[config.mk]
export PLATFORM = sky130hd
export DESIGN_NAME = line_delimiter_splitter
export DESIGN_NICKNAME = d
export VERILOG_FILES = /design/src/design/lds_pkg.sv /design/src/design/lds_cell.sv /design/src/design/line_delimiter_splitter.sv
export SDC_FILE = /design/constraint.sdc
export NUM_CORES = 1
export LEC_CHECK = 0
export ABC_AREA = 1
export BUFFER_PORTS_ARGS = -buffer_cell sky130_fd_sc_hd__buf_2
export CELL_PAD_IN_SITES_DETAIL_PLACEMENT = 1
export CELL_PAD_IN_SITES_GLOBAL_PLACEMENT = 2
export CORE_UTILIZATION = 35
export DETAILED_ROUTE_END_ITERATION = 12
export PLACE_DENSITY_LB_ADDON = 0.1
export SLEW_MARGIN = 40
export SYNTH_ARGS = -nofsm -noshare
export SYNTH_HDL_FRONTEND = slang
export SYNTH_SLANG_ARGS = --single-unit
export TNS_END_PERCENT = 50
[constraint.sdc]
create_clock -name clk -period 6.4 [get_ports clk]
set_clock_uncertainty 0.2 [all_clocks]
set_input_delay 0.96 -clock clk [delete_from_list [all_inputs] [get_ports clk]]
set_output_delay 0.96 -clock clk [all_outputs]
set_load 0.02 [all_outputs]
[src/design/lds_pkg.sv]
// Shared types and constants for the line delimiter splitter.
package lds_pkg;

	// Result kinds carried on the output channel
	typedef enum logic [1:0] {
		KIND_DATA     = 2'd0,
		KIND_LINE     = 2'd1,
		KIND_OVERFLOW = 2'd2
	} lds_kind_t;

	// Configuration register indexes
	typedef enum logic [1:0] {
		REG_DELIM_BYTES  = 2'd0,
		REG_DELIM_LENGTH = 2'd1,
		REG_BUFFER_SIZE  = 2'd2,
		REG_UNUSED       = 2'd3
	} lds_reg_t;

	// Register reset values
	localparam logic [31:0] DELIM_BYTES_RST = 32'h0000_0A0D;
	localparam int          DELIM_LEN_RST   = 2;
	localparam int          BUF_SIZE_RST    = 65536;

	// Longest delimiter the window ever compares
	localparam int DELIM_HW_MAX = 4;

	// Per-cycle control handed to every window cell
	typedef struct packed {
		logic en;        // input transfer this cycle
		logic shift;     // oldest byte leaves, row moves toward cell 0
		logic put_here;  // new byte lands in this cell
		logic put_next;  // new byte lands in the right-hand neighbor
		logic active;    // cell lies inside the delimiter length
	} lds_cell_ctl_t;

endpackage

[src/design/lds_cell.sv]
// One window cell: holds a byte, compares it to its delimiter byte, shifts left.
module lds_cell
	import lds_pkg::*;
(
	input  logic          clk,
	input  logic          arst_n,
	input  lds_cell_ctl_t ctl,
	input  logic [7:0]    rx_byte,
	input  logic [7:0]    nbr_byte,
	input  logic [7:0]    delim_byte,
	input  logic          match_in,
	output logic [7:0]    held_byte,
	output logic [7:0]    view_byte,
	output logic          match_out
);

	logic [7:0] byte_q;
	logic [7:0] byte_d;

	// Window contents once the incoming byte is written
	assign view_byte = ctl.put_here ? rx_byte : byte_q;

	// Match chain: cells past the delimiter length pass it through
	assign match_out = match_in & (~ctl.active | (view_byte == delim_byte));

	// Next contents: take the neighbor's view when the row shifts
	always_comb begin
		if (ctl.shift) begin
			byte_d = ctl.put_next ? rx_byte : nbr_byte;
		end else begin
			byte_d = view_byte;
		end
	end

	always_ff @(posedge clk or negedge arst_n) begin
		if (!arst_n) begin
			byte_q <= '0;
		end else if (ctl.en) begin
			byte_q <= byte_d;
		end
	end

	assign held_byte = byte_q;

endmodule

[src/design/line_delimiter_splitter.sv]
// Top level of the line delimiter splitter: config, window cell row, counters, result register.
//
// Splits a byte stream into lines at a 1 to 4 byte delimiter (CR LF after reset).
// Each transfer in carries one byte and yields at most one result: a released
// data byte, a line end with its length and zero-byte flag, or an overflow that
// drops the pending line once released plus windowed bytes reach buffer_size.
// The delimiter window is a row of byte cells that compare in parallel and
// shift toward the oldest position; the compare chain, the pending-count add and
// compare are all combinational, so one byte is taken every cycle while the input
// is not stalled, and each result is registered. Input stalls only while a result
// sits in the output register and the output side stalls. Configuration writes
// take effect on the next cycle; writing the delimiter length empties the window
// and drops the pending line without a result.
module line_delimiter_splitter
	import lds_pkg::*;
#(
	parameter int DELIM_MAX  = 4,
	parameter int MAX_BUFFER = 65536
) (
	input  logic        clk,
	input  logic        arst_n,
	// configuration write port
	input  logic        cfg_we,
	input  logic [1:0]  cfg_index,
	input  logic [31:0] cfg_data,
	// input channel
	input  logic        in_valid,
	output logic        in_stall,
	input  logic [7:0]  rx_byte,
	// output channel
	output logic        out_valid,
	input  logic        out_stall,
	output logic [1:0]  result_kind,
	output logic [7:0]  data_byte,
	output logic [16:0] line_length,
	output logic        line_had_zero
);

	localparam int LEN_MAX = (DELIM_MAX < DELIM_HW_MAX) ? DELIM_MAX : DELIM_HW_MAX;
	localparam int FILL_W  = $clog2(LEN_MAX + 1);
	localparam int CNT_W   = $clog2(MAX_BUFFER + 1);
	localparam int CMP_W   = (CNT_W > 17) ? CNT_W : 17;
	localparam int LEN_RST = (DELIM_LEN_RST > LEN_MAX) ? LEN_MAX : DELIM_LEN_RST;
	localparam int CAP_RST = (BUF_SIZE_RST > MAX_BUFFER) ? MAX_BUFFER : BUF_SIZE_RST;
	localparam int CAP_MIN = DELIM_MAX + 1;

	// Config registers (length and capacity stored already clamped)
	logic [31:0]       delim_q;
	logic [FILL_W-1:0] len_q;
	logic [CNT_W-1:0]  cap_q;

	// Line state
	logic [FILL_W-1:0] fill_q;
	logic [CNT_W-1:0]  released_q;
	logic              zero_q;

	// Result register
	logic              out_valid_q;
	lds_kind_t         kind_q;
	logic [7:0]        data_q;
	logic [16:0]       length_q;
	logic              had_zero_q;

	logic              accept;
	logic [FILL_W-1:0] fill_w;
	logic              full;
	logic              match;
	logic              ovf;
	logic              rel;
	logic [CNT_W:0]    pend;
	logic [7:0]        rel_byte;
	logic [16:0]       length_out;
	logic [CNT_W+16:0] length_ext;

	logic [2:0]        len_raw;
	logic [2:0]        len_one;
	logic [FILL_W-1:0] len_eff;
	logic [CMP_W-1:0]  buf_raw;
	logic [CMP_W-1:0]  buf_eff;

	logic [7:0]        held   [LEN_MAX];
	logic [7:0]        view   [LEN_MAX];
	logic              chain  [LEN_MAX+1];

	assign in_stall = out_valid_q & out_stall;
	assign accept   = in_valid & ~in_stall;

	// Clamp incoming config values
	always_comb begin
		len_raw = cfg_data[2:0];
		len_one = (len_raw == 3'd0) ? 3'd1 : len_raw;
		len_eff = (int'(len_one) > LEN_MAX) ? FILL_W'(LEN_MAX) : FILL_W'(len_one);
		buf_raw = CMP_W'(cfg_data[16:0]);
		if (buf_raw < CMP_W'(CAP_MIN)) begin
			buf_eff = CMP_W'(CAP_MIN);
		end else if (buf_raw > CMP_W'(MAX_BUFFER)) begin
			buf_eff = CMP_W'(MAX_BUFFER);
		end else begin
			buf_eff = buf_raw;
		end
	end

	// Window write position and step decisions
	always_comb begin
		fill_w = (fill_q >= len_q) ? (len_q - FILL_W'(1)) : fill_q;
		full   = ((fill_w + FILL_W'(1)) == len_q);
		match  = full & chain[LEN_MAX];
		pend   = {1'b0, released_q} + (CNT_W+1)'(fill_w) + (CNT_W+1)'(1);
		ovf    = ~match & (pend >= {1'b0, cap_q});
		rel    = full & ~match & ~ovf;
	end

	assign rel_byte = view[0];
	assign chain[0] = 1'b1;

	// Row of window cells
	for (genvar i = 0; i < LEN_MAX; i++) begin : g_cell
		lds_cell_ctl_t ctl;
		logic [7:0]    nbr;

		assign ctl.en       = accept;
		assign ctl.shift    = rel;
		assign ctl.put_here = (fill_w == FILL_W'(i));
		assign ctl.put_next = (fill_w == FILL_W'(i + 1));
		assign ctl.active   = (FILL_W'(i) < len_q);

		if (i + 1 < LEN_MAX) begin : g_nbr
			assign nbr = held[i+1];
		end else begin : g_end
			assign nbr = 8'd0;
		end

		lds_cell u_cell (
			.clk        (clk),
			.arst_n     (arst_n),
			.ctl        (ctl),
			.rx_byte    (rx_byte),
			.nbr_byte   (nbr),
			.delim_byte (delim_q[8*i +: 8]),
			.match_in   (chain[i]),
			.held_byte  (held[i]),
			.view_byte  (view[i]),
			.match_out  (chain[i+1])
		);
	end

	// Config registers
	always_ff @(posedge clk or negedge arst_n) begin
		if (!arst_n) begin
			delim_q <= DELIM_BYTES_RST;
			len_q   <= FILL_W'(LEN_RST);
			cap_q   <= CNT_W'(CAP_RST);
		end else if (cfg_we) begin
			unique case (lds_reg_t'(cfg_index))
				REG_DELIM_BYTES:  delim_q <= cfg_data;
				REG_DELIM_LENGTH: len_q   <= len_eff;
				REG_BUFFER_SIZE:  cap_q   <= CNT_W'(buf_eff);
				default:          ;
			endcase
		end
	end

	// Line state: fill level, released count, zero flag
	always_ff @(posedge clk or negedge arst_n) begin
		if (!arst_n) begin
			fill_q     <= '0;
			released_q <= '0;
			zero_q     <= 1'b0;
		end else if (cfg_we && lds_reg_t'(cfg_index) == REG_DELIM_LENGTH) begin
			fill_q     <= '0;
			released_q <= '0;
			zero_q     <= 1'b0;
		end else if (accept) begin
			priority if (match || ovf) begin
				fill_q     <= '0;
				released_q <= '0;
				zero_q     <= 1'b0;
			end else if (rel) begin
				fill_q     <= fill_w;
				released_q <= released_q + CNT_W'(1);
				zero_q     <= zero_q | (rel_byte == 8'd0);
			end else begin
				fill_q     <= fill_w + FILL_W'(1);
			end
		end
	end

	// Fit the count to the 17-bit length field
	assign length_ext = {17'd0, released_q};
	assign length_out = length_ext[16:0];

	// Result register: loads on an input transfer, drains on an output transfer
	always_ff @(posedge clk or negedge arst_n) begin
		if (!arst_n) begin
			out_valid_q <= 1'b0;
		end else if (accept) begin
			out_valid_q <= match | ovf | rel;
		end else if (!out_stall) begin
			out_valid_q <= 1'b0;
		end
	end

	always_ff @(posedge clk) begin
		if (accept) begin
			priority if (match) begin
				kind_q     <= KIND_LINE;
				data_q     <= 8'd0;
				length_q   <= length_out;
				had_zero_q <= zero_q;
			end else if (ovf) begin
				kind_q     <= KIND_OVERFLOW;
				data_q     <= 8'd0;
				length_q   <= 17'd0;
				had_zero_q <= 1'b0;
			end else begin
				kind_q     <= KIND_DATA;
				data_q     <= rel_byte;
				length_q   <= 17'd0;
				had_zero_q <= 1'b0;
			end
		end
	end

	assign out_valid     = out_valid_q;
	assign result_kind   = kind_q;
	assign data_byte     = data_q;
	assign line_length   = length_q;
	assign line_had_zero = had_zero_q;

	logic unused_held;
	assign unused_held = ^held[0];

endmodule

## Word-level counts from Yosys, hierarchy flattened

Index checks and enable logic that the tools add are counted.
Widths: inputs -> output; s select.

- Flip-flop bits (word level): 134
- Output and inout bits: 30
- Logic and storage cells: 106

- Muxes and demuxes: 29
- Bitwise gates (word level): 23
- Reductions and logical operators: 13
- $add $sub $neg: 5
- $lt $le $gt $ge: 9
- Eq/ne operators: 12

Operator list:

| kind | number |
|---|---|
| $mux 17 | 6 |
| $mux 8 | 9 |
| $eq 8x8->1 | 4 |
| $mux 3 | 7 |
| $add 17x3->18 | 1 |
| $add 18x1->18 const B | 1 |
| $ge 18x17->1 | 1 |
| $add 17x1->17 const B | 1 |
| $gt 17x17->1 const B | 1 |
| $lt 17x3->1 const B | 1 |
| $and 1x1->1 | 9 |
| $logic_not 8->1 | 1 |
| $reduce_and 2->1 | 4 |
| $not 1->1 | 7 |
| $or 1x1->1 | 7 |
| $eq 3x2->1 const B | 2 |
| $logic_not 3->1 | 2 |
| $lt 1x3->1 const A | 2 |
| $lt 2x3->1 const A | 2 |
| $mux 1 | 6 |
| $add 3x1->3 const B | 1 |
| $eq 3x1->1 const B | 1 |
| $eq 3x3->1 | 1 |
| $eq 3x3->1 const B | 1 |
| other kinds (13) | 13 |

## Logic depth before layout (Yosys ltp)

- Word-level depth: 18
- Depth in mapped cells: 33

## Hierarchy

A second synthesis with hierarchy kept.

- Cell total of the unflattened synthesis: 1145
- Area, all modules: 8702.1 µm²

By module, submodules not included:

| module | times used | area each (µm²) | cells an instance | sequential area each (µm²) |
|---|---|---|---|---|
| line_delimiter_splitter | 1 | 5634.2 | 633 | 2701.3 |
| lds_cell | 4 | 767.0 | 128 | 200.2 |

## Least setup slack after synthesis

OpenSTA, ideal clock, no wires.

- Kind: register -> register
- Start: register len_q[1]
- End: register g_cell[0].u_cell.byte_q[1]
- Setup time: 125 ps
- Period minus slack after synthesis: 4850 ps
- Arrival: 4525 ps
- Stages on the path, launching flop included: 32
- Required time: 6075 ps
- Slack: 1550 ps
- Cells stage by stage: dfstp_2 > inv_1 > ha_1 > nand2_1 > clkinv_1 > nand2_1 > nand2_1 > inv_1 > or2_2 > o21ai_0 > inv_1 > fa_1 > nor2_1 > nor2_1 > nor2_1 > nand2_1 > nor2_1 > xor2_1 > ha_1 > nand2_1 > nor2_1 > a211oi_1 > o21ai_0 > a21oi_1 > o21ai_0 > nand2_1 > nand2_1 > nor2_4 > clkbuf_1 > nand3_1 > nand3_1 > nand2_1

- Word-level cells in the longest chain between the ends: 15

Ends and longest elaborated chain:

| element | RTL line | text |
|---|---|---|
| from (decl) | line_delimiter_splitter.sv:49 | `logic [FILL_W-1:0] len_q;` |
| from (signal assigned) | line_delimiter_splitter.sv:151 | `len_q <= FILL_W'(LEN_RST);` |
| from (signal assigned) | line_delimiter_splitter.sv:156 | `REG_DELIM_LENGTH: len_q <= len_eff;` |
| parallel branches: the longest is 14 deep, another holds $add 17x3->18 | n/a |  |
| $mux 8 * | lds_cell.sv:28 | `if (ctl.shift) begin` |
| to (signal assigned) | lds_cell.sv:39 | `byte_q <= byte_d;` |
| to (decl) | lds_cell.sv:17 | `logic [7:0] byte_q;` |

Every way passes the cells marked *.
A chain may end at the register's enable or synchronous reset.

## Worst setup path in the final report

- Start: register len_q[2]
- End: register g_cell[1].u_cell.byte_q[4]

- Word-level cells in the longest chain between the ends: 15

Ends and longest elaborated chain:

| element | RTL line |
|---|---|
| parallel branches: the longest is 14 deep, another holds $add 17x3->18 | n/a |
| $mux 8 * | lds_cell.sv:28 |
| to (signal assigned) | lds_cell.sv:39 |
| to (decl) | lds_cell.sv:17 |

Marks and branches as above.

==> results_dict.tcl <==
set metrics [dict create \
    combinationalPowerShare 0.548 \
    via_count 7541 \
    clk_slew_on_worst_s_h_paths_ps 60 \
    worst_reg2reg_startpoint "len_q[2]" \
    fill_cells 2904 \
    groute.layer.met2.usage 0.355 \
    synth_enable_flop_cells 28 \
    critical_path.reg2reg.endpoint "g_cell[1].u_cell.held_byte[4]" \
    slew_headroom 0.487 \
    dpl_cell_area_um2 8930 \
    timing_worst_setup_path_type "register to register" \
    vias_in_the_first_global_route 7648 \
    timing.critical_path.to_type "register" \
    tightestPinTransition_ps 762 \
    effective_utilization_at_floorplan 0.360 \
    synth_area_leader_cell "sky130_fd_sc_hd__dfrtp_1" \
    r2r.worst_path.cells 27 \
    synth_top_area_frac 0.301 \
    layer_with_the_highest_usage "met2" \
    yosys_warnings 0 \
    detail_route.drc_violations 0 \
    die_h_um 155 \
    syn-num-nets 1188 \
    synthesis.area_um2 8230 \
    drt_first_iter_violations 389 \
    numPlacedInstances 1474 \
    grtUsageMet3 0.0510 \
    num-nets-final 1260 \
    report.final.hold_viol_count 0 \
    setup-tns-final_ps 0 \
    worst-endpoint-required_ps 6520 \
    power.ir.vdd_worst_uv 248 \
    cp_endpoint "g_cell[1].u_cell.held_byte[4]" \
    netSwitchingPower_mw 2.56 \
    crit_start "len_q[2]" \
    final_min_period_over_clock_period 0.918 \
    achievable-frequency_mhz 170 \
    synthDistinctLibCells 44 \
    routed_wirelength_um 27300 \
    antenna_cells 0 \
    globalplace.congestion 0.825 \
    power.density_nw_per_um2 544 \
    rsz0062_at_grt "no" \
    postSynth.asyncResetShare 0.791 \
    timing.reg2reg.setup_slack_ps 520 \
    dp.final_hpwl_um 19700 \
    post_cts_resize_count 0 \
    io_pins 77 \
    fin_cells 1507 \
    grt_max_degree 75 \
    setup_slack_ps 523 \
    pre_cts_slack_ps 700 \
    most_frequent_standard_cell_in_the_layout_excluding_fill_and_tap_cells "sky130_fd_sc_hd__nand2_1" \
    timing.max_cap.violations 0 \
    grt.overflow.total 0 \
    synth.avg_cell_area_um2 7.42 \
    holdCritPathClass "register to register" \
    worstSetupStartpointType "register" \
    postLayoutCellArea_um2 9550 \
    cts_buffers 17 \
    cp_max_fanout 35 \
    syn-instance-count 1109 \
    setup-violations-final 0 \
    antenna_violations_before_repair 0 \
    area_growth_pct 16.1 \
    grt_util_met1 0.354 \
    clock_power_share 0.197 \
    clock_tree_sinks 134 \
    final.min_clock_period_ps 5880 \
    cts_hold_buf 0 \
    final_max_slew_viol_count 0 \
    fraction_of_layout_instances_using_a_drive_strength_above_1 0.140 \
    post_drt_wl_per_cell_um 18.1 \
    clock_latency_ps 440 \
    cts_root_buf "sky130_fd_sc_hd__clkbuf_16" \
    power.leakage_nw 4.87 \
    dominant_register_cell_in_the_synthesized_netlist "sky130_fd_sc_hd__dfrtp_1" \
    cell_internal_pwr_mw 2.64 \
    seq_power_share 0.255 \
    hold_ws_ps 279 \
    h-tree-depth 4 \
    layout.cells.most_common_list "sky130_fd_sc_hd__nand2_1 (324), sky130_fd_sc_hd__inv_1 (152), sky130_fd_sc_hd__nand3_1 (151)" \
    core_um2 22800 \
    numPortBuffers 76 \
    sequential_area_share_after_synthesis 0.426 \
    via_density_per_instance 5.00 \
    antenna_left 0 \
    clock_tree.buffer_depth 2 \
    die-width_um 155 \
    worstPathArrival_ps 5990 \
    placement_rows 55 \
    global_route_wire_length_before_repair_um 44200 \
    firstDrtPassIters 4 \
    die-area_um2 24100 \
    switching_fraction_of_total_power 0.493 \
    gr-usage-all-layers 0.242 \
    cts_tree "yes" \
    postSynthRegisterBits 134 \
    leading_post_synthesis_cells_by_cell_area "sky130_fd_sc_hd__dfrtp_1 (30%), sky130_fd_sc_hd__nand2_1 (15%), sky130_fd_sc_hd__edfxtp_1 (10%), sky130_fd_sc_hd__nand3_1 (9.2%), sky130_fd_sc_hd__inv_1 (6.9%)" \
    post-cts-setup-buffers 0 \
    status "finished, final reports clean" \
]
-- how the worst min path moves through the flow --
stage	from	endpoint	cells after the start
after floorplan	g_cell[3].u_cell.held_byte[0]	g_cell[3].u_cell.held_byte[0]	2
after global placement	g_cell[1].u_cell.held_byte[6]	g_cell[1].u_cell.held_byte[6]	2
after detailed placement	g_cell[3].u_cell.held_byte[4]	g_cell[3].u_cell.held_byte[4]	2
after CTS	g_cell[3].u_cell.held_byte[4]	g_cell[3].u_cell.held_byte[4]	2
after global routing	g_cell[2].u_cell.held_byte[5]	g_cell[2].u_cell.held_byte[5]	2
final	g_cell[3].u_cell.held_byte[4]	g_cell[3].u_cell.held_byte[4]	2
-- kinds of logic (layout without fill, tap and decap cells) --
kind of cell,Yosys count,count (layout),share of synthesized area
adder cells (fa/ha/maj),32,32,0.0496
AO/OA/AOI/OAI,101,101,0.0672
buffers and inverters,196,281,0.0974
XOR/XNOR,27,27,0.0287
AND/OR/NAND/NOR,611,611,0.321
multiplexers,8,8,0.0109
flip-flops,134,134,0.426
-- synthesized netlist by cell type (all sizes together) (2+ instances only) --
master	n
nand2	340
inv	154
nand3	154
dfrtp	99
nor2	86
o21ai	50
ha	31
edfxtp	28
a21oi	25
clkbuf	23
xor2	21
buf	17
o22ai	17
nor3	13
mux2	8
nand4	8
dfstp	7
xnor2	6
nor4	4
clkinv	2
nand3b	2
nor3b	2
or2	2
-- sequential cells by signal, summed over array words and instances (netlist names) --
| name | cells |
|---|---|
| delim_q | 32 |
| g_cell.u_cell.held_byte | 32 |
| cap_q | 17 |
| length_out | 17 |
| line_length | 17 |
| data_byte | 8 |
| fill_q | 3 |
| len_q | 3 |
| result_kind | 2 |
| line_had_zero | 1 |
| out_valid | 1 |
| zero_q | 1 |
-- routing by layer --
| metal | part of all wire | wire length, µm |
|---|---|---|
| met5 | 0 | 0 |
| met4 | 0.019 | 518 |
| met3 | 0.045 | 1230 |
| met2 | 0.42 | 11600 |
| met1 | 0.51 | 13900 |
-- cell type report --
type,count,area [µm²],area share
clock buffer,19,464,0.0486
clock inverter,13,133,0.0139
inverter,156,586,0.0613
multi-input combinational,779,3940,0.412
sequential,134,3500,0.367
tap,313,392,0.0410
timing repair buffer,93,539,0.0565
-- power groups by stage --
stage / Combinational [mW] / Sequential, mW / Clock [mW]
floorplan: 2.02 / 1.32 / 0
global placement: 2.80 / 1.33 / 0
detailed placement: 2.85 / 1.34 / 0
CTS: 2.86 / 1.32 / 1.04
global route: 3.24 / 1.36 / 1.07
finish: 2.85 / 1.32 / 1.02
-- per-stage QoR --
| step | power, mW | utilization |
|---|---|---|
| global placement | 4.14 | 0.391 |
| detailed placement | 4.19 | 0.391 |
| finish | 5.20 | 0.418 |
| global route | 5.67 | 0.418 |
| CTS | 5.23 | 0.417 |
| floorplan | 3.34 | - |
-- worst max-delay path, cell delays in order, from the launching register on --
cell,delay (ps)
sky130_fd_sc_hd__dfrtp_1,460
sky130_fd_sc_hd__inv_1,130
sky130_fd_sc_hd__ha_1,330
sky130_fd_sc_hd__a21oi_1,210
sky130_fd_sc_hd__nand2_1,150
sky130_fd_sc_hd__o21ai_0,640
sky130_fd_sc_hd__inv_1,240
sky130_fd_sc_hd__fa_1,480
sky130_fd_sc_hd__nor2_1,120
sky130_fd_sc_hd__nor2_1,70
sky130_fd_sc_hd__nor2_1,80
sky130_fd_sc_hd__nand2_1,130
sky130_fd_sc_hd__nor2_1,210
sky130_fd_sc_hd__xor2_1,190
sky130_fd_sc_hd__ha_1,280
sky130_fd_sc_hd__nand2_1,80
sky130_fd_sc_hd__nor2_1,40
sky130_fd_sc_hd__a211oi_1,180
sky130_fd_sc_hd__o21ai_0,120
sky130_fd_sc_hd__a21oi_1,160
sky130_fd_sc_hd__o21ai_0,100
sky130_fd_sc_hd__nand2_1,120
sky130_fd_sc_hd__nand2_1,130
sky130_fd_sc_hd__nor2_4,150
sky130_fd_sc_hd__buf_4,410
sky130_fd_sc_hd__nand3_1,180
sky130_fd_sc_hd__nand3_1,120
sky130_fd_sc_hd__nand2_1,50
Note: power is estimated with default switching activity, not from simulation.
